$ cat src/sv/ptt_pkg.sv
// ----------------------------------------------------------------------------
// ptt_pkg
// shared types and constants of the piecewise table transform
// ----------------------------------------------------------------------------
package ptt_pkg;

  localparam int unsigned Depth    = 256;
  localparam int unsigned AddrW    = $clog2(Depth);
  localparam int unsigned CountW   = AddrW + 1;
  localparam int unsigned FracBits = 16;

  typedef enum logic [1:0] {
    OP_APPLY  = 2'd0,
    OP_APPEND = 2'd1,
    OP_CLEAR  = 2'd2,
    OP_NONE   = 2'd3
  } op_e;

  typedef enum logic [2:0] {
    ST_OK      = 3'd0,
    ST_RANGE   = 3'd1,
    ST_INVALID = 3'd2,
    ST_FULL    = 3'd3,
    ST_ORDER   = 3'd4
  } status_e;

  typedef enum logic {
    REG_INTERP = 1'b0,
    REG_OOR    = 1'b1
  } reg_idx_e;

  // one queued transaction between front and back
  typedef struct packed {
    op_e         op;
    logic        is_invalid;
    logic [31:0] key;
    logic [31:0] entry_value;
    logic        last;
  } item_t;

endpackage

$ cat src/sv/ptt_front.sv
// ----------------------------------------------------------------------------
// ptt_front
// input stage and two-entry queue ahead of the execution engine
// ----------------------------------------------------------------------------
module ptt_front import ptt_pkg::*; (
  input  logic        clk_i,
  input  logic        rst_ni,
  input  logic        in_valid,
  output logic        in_stall,
  input  item_t       in_item_i,
  output logic        q_valid_o,
  input  logic        q_pop_i,
  output item_t       q_item_o
);

  item_t       mem_q [2];
  logic        wp_q, rp_q;
  logic [1:0]  cnt_q;
  logic        push;

  assign in_stall  = (cnt_q == 2'd2);
  assign push      = in_valid && !in_stall;
  assign q_valid_o = (cnt_q != 2'd0);
  assign q_item_o  = mem_q[rp_q];

  always_ff @(posedge clk_i) begin
    if (push) begin
      mem_q[wp_q] <= in_item_i;
    end
  end

  always_ff @(posedge clk_i or negedge rst_ni) begin
    if (!rst_ni) begin
      wp_q  <= 1'b0;
      rp_q  <= 1'b0;
      cnt_q <= 2'd0;
    end else begin
      if (push) wp_q <= ~wp_q;
      if (q_pop_i) rp_q <= ~rp_q;
      cnt_q <= cnt_q + {1'b0, push} - {1'b0, q_pop_i};
    end
  end

endmodule

$ cat config.mk
export PLATFORM = sky130hd
export DESIGN_NAME = ptt_front
export DESIGN_NICKNAME = d
export VERILOG_FILES = /design/src/sv/ptt_pkg.sv /design/src/sv/ptt_front.sv
export SDC_FILE = /design/constraint.sdc
export NUM_CORES = 1
export LEC_CHECK = 0
export ABC_AREA = 1
export BUFFER_PORTS_ARGS = -buffer_cell sky130_fd_sc_hd__buf_2
export CAP_MARGIN = 15
export CORE_AREA = 8 8 117 119
export CTS_CLUSTER_SIZE = 10
export DETAILED_ROUTE_END_ITERATION = 7
export DIE_AREA = 0 0 125 127
export PLACE_DENSITY_LB_ADDON = 0.25
export SYNTH_ARGS = -nofsm -noshare
export SYNTH_HDL_FRONTEND = slang
export SYNTH_SLANG_ARGS = --single-unit
$ cat constraint.sdc
create_clock -name clk_i -period 5.7 [get_ports clk_i]
set_clock_uncertainty 0.1 [all_clocks]
set_input_delay 0.855 -clock clk_i [delete_from_list [all_inputs] [get_ports clk_i]]
set_output_delay 0.855 -clock clk_i [all_outputs]
set_load 0.02 [all_outputs]
; ---- Yosys cells after proc, flatten, opt, wreduce, memory -nomap -nowiden
; Memory sizes are Yosys's and may differ from the RTL's.
; Index checks and enable logic that the tools add are counted.
[totals]
regBits = 4
n_memories = 1
out_inout_bits = 70
ramBits = 136
[classes]
n_bitwise = 2
addsub = 2
n_eq_ne = 1
n_mux = 2
n_reduce_logical = 3
[mem_list]
columns = name, words, word_bits, rd, rd_clocked_by_memory_dff, wr, line_no
row1 = mem_q, 2, 68, 1, 0, 1, ptt_front.sv:16  ; item_t mem_q [2];
[ops]
columns = cell, count
row1 = 2-bit by 1-bit adder with 2-bit output, 1
row2 = "2-bit equality test, second input constant", 1
row3 = 1-bit 2-to-1 mux, 2
row4 = 1-bit inverter, 2
row5 = 2-bit nonzero test, 1
row6 = 2-bit by 1-bit subtractor with 2-bit output, 1
row7 = 1-bit logical AND, 1
row8 = 1-bit zero test, 1

; ---- Longest topological paths before layout
; Gate-level depths: netlist of run 1.
[logic_depth]
word_depth = 5
mapped_depth = 9
depth_no_buf = 9

; ---- Least setup slack after synthesis of run 1
; Ideal clock, no wire load.
[synth_timing]
kind = input to register
startpoint = in in_valid
endpoint = mem mem_q[1][0] in the netlist's numbering (enable)
stages = 2
slack_ps = 1327
arrival_time_ps = 3779
t_required_ps = 5106
cell_sequence = nand2_1 > nor2_1
[synth_between]
elab_chain_cells = 3
[synth_lines]
columns = element, line_no
row1 = start: declaration, ptt_front.sv:8  ; input logic in_valid,
row2 = 1-bit logical AND, ptt_front.sv:22  ; assign push = in_valid && !in_stall;
row3 = 1-bit 2-to-1 mux, ptt_front.sv:27  ; if (push) begin
row4 = 1-bit 2-to-1 mux (implied by the code), ptt_front.sv:28  ; mem_q[wp_q] <= in_item_i;
row5 = end: declaration, ptt_front.sv:16
; No other way between the ends.

==> run_results.csv, run 1 <==
group,metric,value,unit
pwr,p_leak,2.86,nW
yosys,synth_area,5250,µm²
floorplan,initial_core_util,44.4,%
global_route,grt_first_pass_wirelength,15.9,mm
finish,seqCellArea,4190,µm²
clocking,cts_tree,"built",
clocking,cts_resized,0,
sta,hold_slack,0.144,ns
placement,dpl.hpwl,6.78,mm
sta,finalSetupTns,0,ns
yosys,yosysTopAreaCell,"edfxtp_1",
yosys,ys_ff_latch,140,
sta,setup_viol,0,
finish,final_core_util,56.1,%
route,drt-initial-drc-count,205,
yosys,yosysSeqAreaShare,79.7,%
clocking,path_clk_slew,0.05,ns
clocking,clock-sinks,140,
yosys,yosysWarnings,0,
setup_path,crit_arrival,2.37,ns
sta,period_minus_slack,3.32,ns
flow_run,max-cap-violations,0,
floorplan,die_x,125,µm
pwr,pwr_density_cell,549,nW/µm²
route,routed_wl,9.95,mm
clocking,cts_root_buffer,"clkbuf_16",
clocking,clk_latency,0.40,ns
floorplan,row_count,40,
setup_path,cp-end-kind,"output pin",
route,dr.pass1.iters,4,
finish,drive_gt1_share,32.1,%
pwr,ir_drop,0.322,mV
setup_path,start_kind,"register",
floorplan,coreArea,11800,µm²
global_route,antenna_found_initial,0,
route,antenna_left,0,
sta,finalMaxSlewViolations,0,
yosys,syn_avg_cell_area,13.7,µm²
placement,pre_cts_ws,2.67,ns
setup_path,crit_buf_inv,2,
route,via_per_inst,4.54,
setup_path,cp_cell_sequence,"buf_4 -> nand2_1 -> o21ai_1 -> buf_2",
yosys,ys_types,12,
sta,fin_crit_sh,58.3,%
placement,place_area,6070,µm²
placement,portBuffers,141,
sta,rsz0062_at_grt,"no",
finish,multi_input_area,688,µm²
finish,nFillCells,995,
clocking,htree_num_levels,4,
finish,layout_common_cells,"buf_2 (141), edfxtp_1 (136), nand2_1 (78), inv_1 (75), o21ai_1 (62)",
placement,routabilityCongestion,0.704,
run_status,status,"finished, final reports clean",
hold_path,hold_class,"in2async",
sta,hold_violations,0,
global_route,globalRouteTotalUtil,13.1,%
finish,fin_area,6630,µm²
setup_path,max_stage_delay,0.78,ns
setup_path,startpoint,"rp_q",
setup_path,cp_top_family,"buffers and inverters",
sta,tightestPinTransition,0.697,ns
yosys,synth_top_area_share,77.8,%
yosys,syn_nets,457,
sta,fmax,0.301,GHz
clocking,holdBufCountCts,0,
global_route,grt_pass1_vias,3230,
yosys,syn_inst,383,
finish,syn_to_final_growth,26.3,%
clocking,clockBufferDepth,2,
route,drc,0,
setup_path,cp_data_required_time,4.74,ns
finish,final_common_cell,"buf_2",
route,wire_per_inst,14.4,µm
floorplan,io_pins,142,
global_route,grt_max_degree,79,
finish,layout.nets,606,
sta,fin_ws,2.38,ns
setup_path,path_max_fanout,78,
setup_path,crit_type,"reg2out",
clocking,cts_buffers,17,
floorplan,die_h,127,µm
floorplan,die_area,15900,µm²
finish,diodes,0,
global_route,grt-ovfl-total,0,
clocking,cts_setup_buffers,0,
route,vias,3141,
sta,maxSlewHeadroom,53.5,%
setup_path,reg2reg_from,"cnt_q[1]",
setup_path,crit_slowest_cell,"dfrtp_4",
yosys,synth_area_leaders,"edfxtp_1 (78%), o21ai_1 (5.9%), nand2_1 (5.6%)",
layer usage:
metal / track usage, % / up-vias / part of all wire (%)
met5: 0 / - / 0
met4: 6.45 / 0 / 1.5
met3: 5.53 / 13 / 7.6
met2: 20.9 / 101 / 48
met1: 14.9 / 1443 / 43
li1: - / 1584 / -
state kept, by name, summed over array words and instances (netlist names):
name,flops
rp_q,1
mem_q,136
wp_q,1
cnt_q,2
worst register-to-register path, cell delays in order (launching register included):
cell	delay, ns
dfrtp_1	0.39
nand2_1	0.11
nand3_1	0.12
inv_2	0.48
buf_4	0.60
metrics by stage:
step	cells	total power [W]
floorplan	383	0.00232
global placement	659	0.00268
detailed placement	659	0.00270
CTS	691	0.00369
global route	692	0.00385
finish	692	0.00364
cell families after synthesis:
kind of cell	count (synthesis)	synth area share, %
XOR/XNOR	1	0.167
buffers and inverters	91	7.30
AO/OA/AOI/OAI	68	6.49
AND/OR/NAND/NOR	81	5.84
flip-flops	140	79.7
adder cells (fa/ha/maj)	2	0.477
cell type report:
cell class                 count  area share, %
sequential                   140           63.2
timing repair buffer         145           11.3
multi-input combinational    152           10.4
clock buffer                  17           6.42
inverter                      76           4.31
tap                          147           2.78
clock inverter                15           1.62
cells in the mapped netlist (all sizes together):
library cell / number
xor2: 1
nand3: 2
nand2: 78
edfxtp: 136
ha: 2
nor2: 1
o21ai: 68
buf: 15
inv: 76
dfrtp: 4
power by group:
| part | internal [W] | switching [W] | total (W) |
|---|---|---|---|
| logic | 0.000338 | 0.000813 | 0.00115 |
| registers | 0.00141 | 0.000106 | 0.00151 |
| clock network | 0.000587 | 0.000386 | 0.000973 |
final timing paths:
check,slack (ns),end,cells after the start
max,2.38,q_item_o[21],4
min,0.14,wp_q,1
max reg2reg,3.51,mem_q[0][25],4
min reg2reg,0.37,wp_q,2
max in group asynchronous,5.22,rp_q,1
min in group clk_i,0.37,wp_q,2
Power figures use the tool's default switching activity.
==> run 2: changes to the inputs <==
clock period = 3.2 ns   (was 5.7 ns; I/O delays follow)
==> run 2 against run 1 <==
Sequential share of layout area is 0.45 points lower. Total power increased by 81%. Utilization grew 0.40 points. Setup slack worse by 1.8 ns. Final cell count is 0.14% higher. Global-route usage up 0.29 points. Count of clock-buffer cells in the layout grew 8. Final area up 0.72%. Sequential power rose by 80%.
==> run_results.csv, run 2 (synthesis gave the netlist of run 1 again) <==
group,metric,value,unit
route,routed_wl,10.2,mm
route,wire_per_inst,14.7,µm
hold_path,min_from,"in_item_i[65]",
floorplan,initial_core_util,44.4,%
route,vias,3163,
finish,layout_common_cells,"buf_2 (141), edfxtp_1 (136), nand2_1 (78), inv_1 (75), o21ai_1 (62)",
setup_path,reg2reg_from,"cnt_q[1]",
setup_path,cp_cell_sequence,"buf_12 -> nand2_1 -> o21ai_1 -> buf_2",
finish,final_core_util,56.5,%
route,drc,0,
setup_path,crit_type,"reg2out",
global_route,antenna_found_initial,0,
global_route,globalRouteTotalUtil,13.3,%
hold_path,hold_depth,1,
setup_path,reg2reg_depth,4,
global_route,grt-ovfl-total,0,
finish,regMostFlops,"mem_q",
setup_path,cp-end-kind,"output pin",
finish,largest_reg_flops,136,
clocking,clk_latency,0.41,ns
global_route,grt_pass1_vias,3231,
floorplan,die_x,125,µm
global_route,grt_first_pass_wirelength,16.2,mm
setup_path,timing.rr.end,"mem_q[0][5]",
setup_path,r2r_slack,1.28,ns
floorplan,io_pins,142,
sta,rsz0062_at_grt,"no",
sta,setup_viol,0,
sta,hold_violations,0,
clocking,cts_root_buffer,"clkbuf_16",
pwr,ir_drop,0.485,mV
floorplan,coreArea,11800,µm²
clocking,path_clk_slew,0.05,ns
clocking,cts_buffers,17,
pwr,p_leak,2.89,nW
setup_path,cp_data_required_time,2.62,ns
setup_path,crit_slowest_cell,"dfrtp_4",
route,drt-initial-drc-count,205,
clocking,cts_tree,"built",
finish,layout.nets,607,
finish,final_common_cell,"buf_2",
flow_run,max-cap-violations,0,
finish,syn_to_final_growth,27.2,%
clocking,cts_setup_buffers,0,
sta,hold_slack,0.151,ns
sta,period_minus_slack,2.63,ns
setup_path,path_max_fanout,70,
finish,stdcell_count,693,
floorplan,die_h,127,µm
finish,reg_top3,"mem_q (136), cnt_q (2)",
sta,fmax,0.380,GHz
sta,fin_crit_sh,82.2,%
hold_path,hold_class,"in2reg",
sta,maxSlewHeadroom,53.3,%
placement,routabilityCongestion,0.687,
route,dr.pass1.iters,4,
placement,dpl.hpwl,6.97,mm
placement,dp.cells,660,
finish,diodes,0,
route,antenna_left,0,
floorplan,row_count,40,
run_status,status,"finished, final reports clean",
pwr,pwr_density_cell,986,nW/µm²
placement,portBuffers,141,
floorplan,die_area,15900,µm²
clocking,clock-sinks,140,
setup_path,crit_arrival,2.05,ns
global_route,grt_max_degree,71,
route,via_per_inst,4.56,
hold_path,min_to,"mem_q[0][65]",
clocking,clockBufferDepth,2,
clocking,htree_num_levels,4,
setup_path,start_kind,"register",
sta,finalMaxSlewViolations,0,
sta,finalSetupTns,0,ns
setup_path,max_stage_delay,0.87,ns
finish,drive_gt1_share,32.2,%
sta,tightestPinTransition,0.699,ns
run 2: cell count changes in the layout (fill, tap and decap cells not counted):
cell           delta
clkbuf_8          +4
buf_12            +1
dlygate4sd3_1     +1
clkbuf_1          +4
clkinv_2          +1
clkinv_1          -5
clkinvlp_4        -3
clkinv_4          -1
buf_4             -1
run 2: metal layers:
| metal | GRT usage (%) | share of wire [%] |
|---|---|---|
| met4 | 6.66 | 2.0 |
| met1 | 14.3 | 41 |
| met5 | 0 | 0 |
| met3 | 6.61 | 9.4 |
| met2 | 21.7 | 48 |
run 2: final cells by class:
cell class	instances	area [µm²]
Fill cell	961	5140
Sequential cell	140	4190
Timing Repair Buffer	146	771
Multi-Input combinational cell	152	688
Clock buffer	25	495
Inverter	76	285
Tap cell	147	184
Clock inverter	7	62.6
run 2: worst max-delay path by stage:
stage / slack [ns] / endpoint / from / cells after the start
5_1_grt: 0.37 / q_item_o[37] / rp_q / 4
2_1_floorplan: 0.34 / mem_q[1][0] / in_valid / 2
6_report: 0.57 / q_item_o[37] / rp_q / 4
3_5_place_dp: 0.96 / q_item_o[37] / rp_q / 4
3_3_place_gp: 0.99 / q_item_o[37] / rp_q / 4
4_1_cts: 0.51 / q_item_o[37] / rp_q / 4
run 2: stage by stage:
stage	power (W)	setup slack (ns)	instance area, µm²
2_1_floorplan	0.00412	0.341	5250
3_3_place_gp	0.00481	0.992	6110
3_5_place_dp	0.00486	0.963	6110
4_1_cts	0.00668	0.513	6670
5_1_grt	0.00695	0.372	6670
6_report	0.00658	0.569	6670
run 2: worst max-delay path: cells and delay by family (launching register included):
family,cells,cell delay [ns]
flops,1,0.87
simple gates,1,0.08
compound gates,1,0.13
buf+inv,2,0.55
run 2: repair_timing:
action                     in CTS  in global routing
resized for setup               0                  0
setup endpoints to repair       0                  0
hold endpoints to repair        4                  0
hold buffers                    1                  0
run 2: power by group:
group / switching (W) / total (W) / internal [W]
registers: 0.000216 / 0.00272 / 0.00250
logic: 0.00143 / 0.00205 / 0.000621
clock network: 0.000668 / 0.00181 / 0.00114
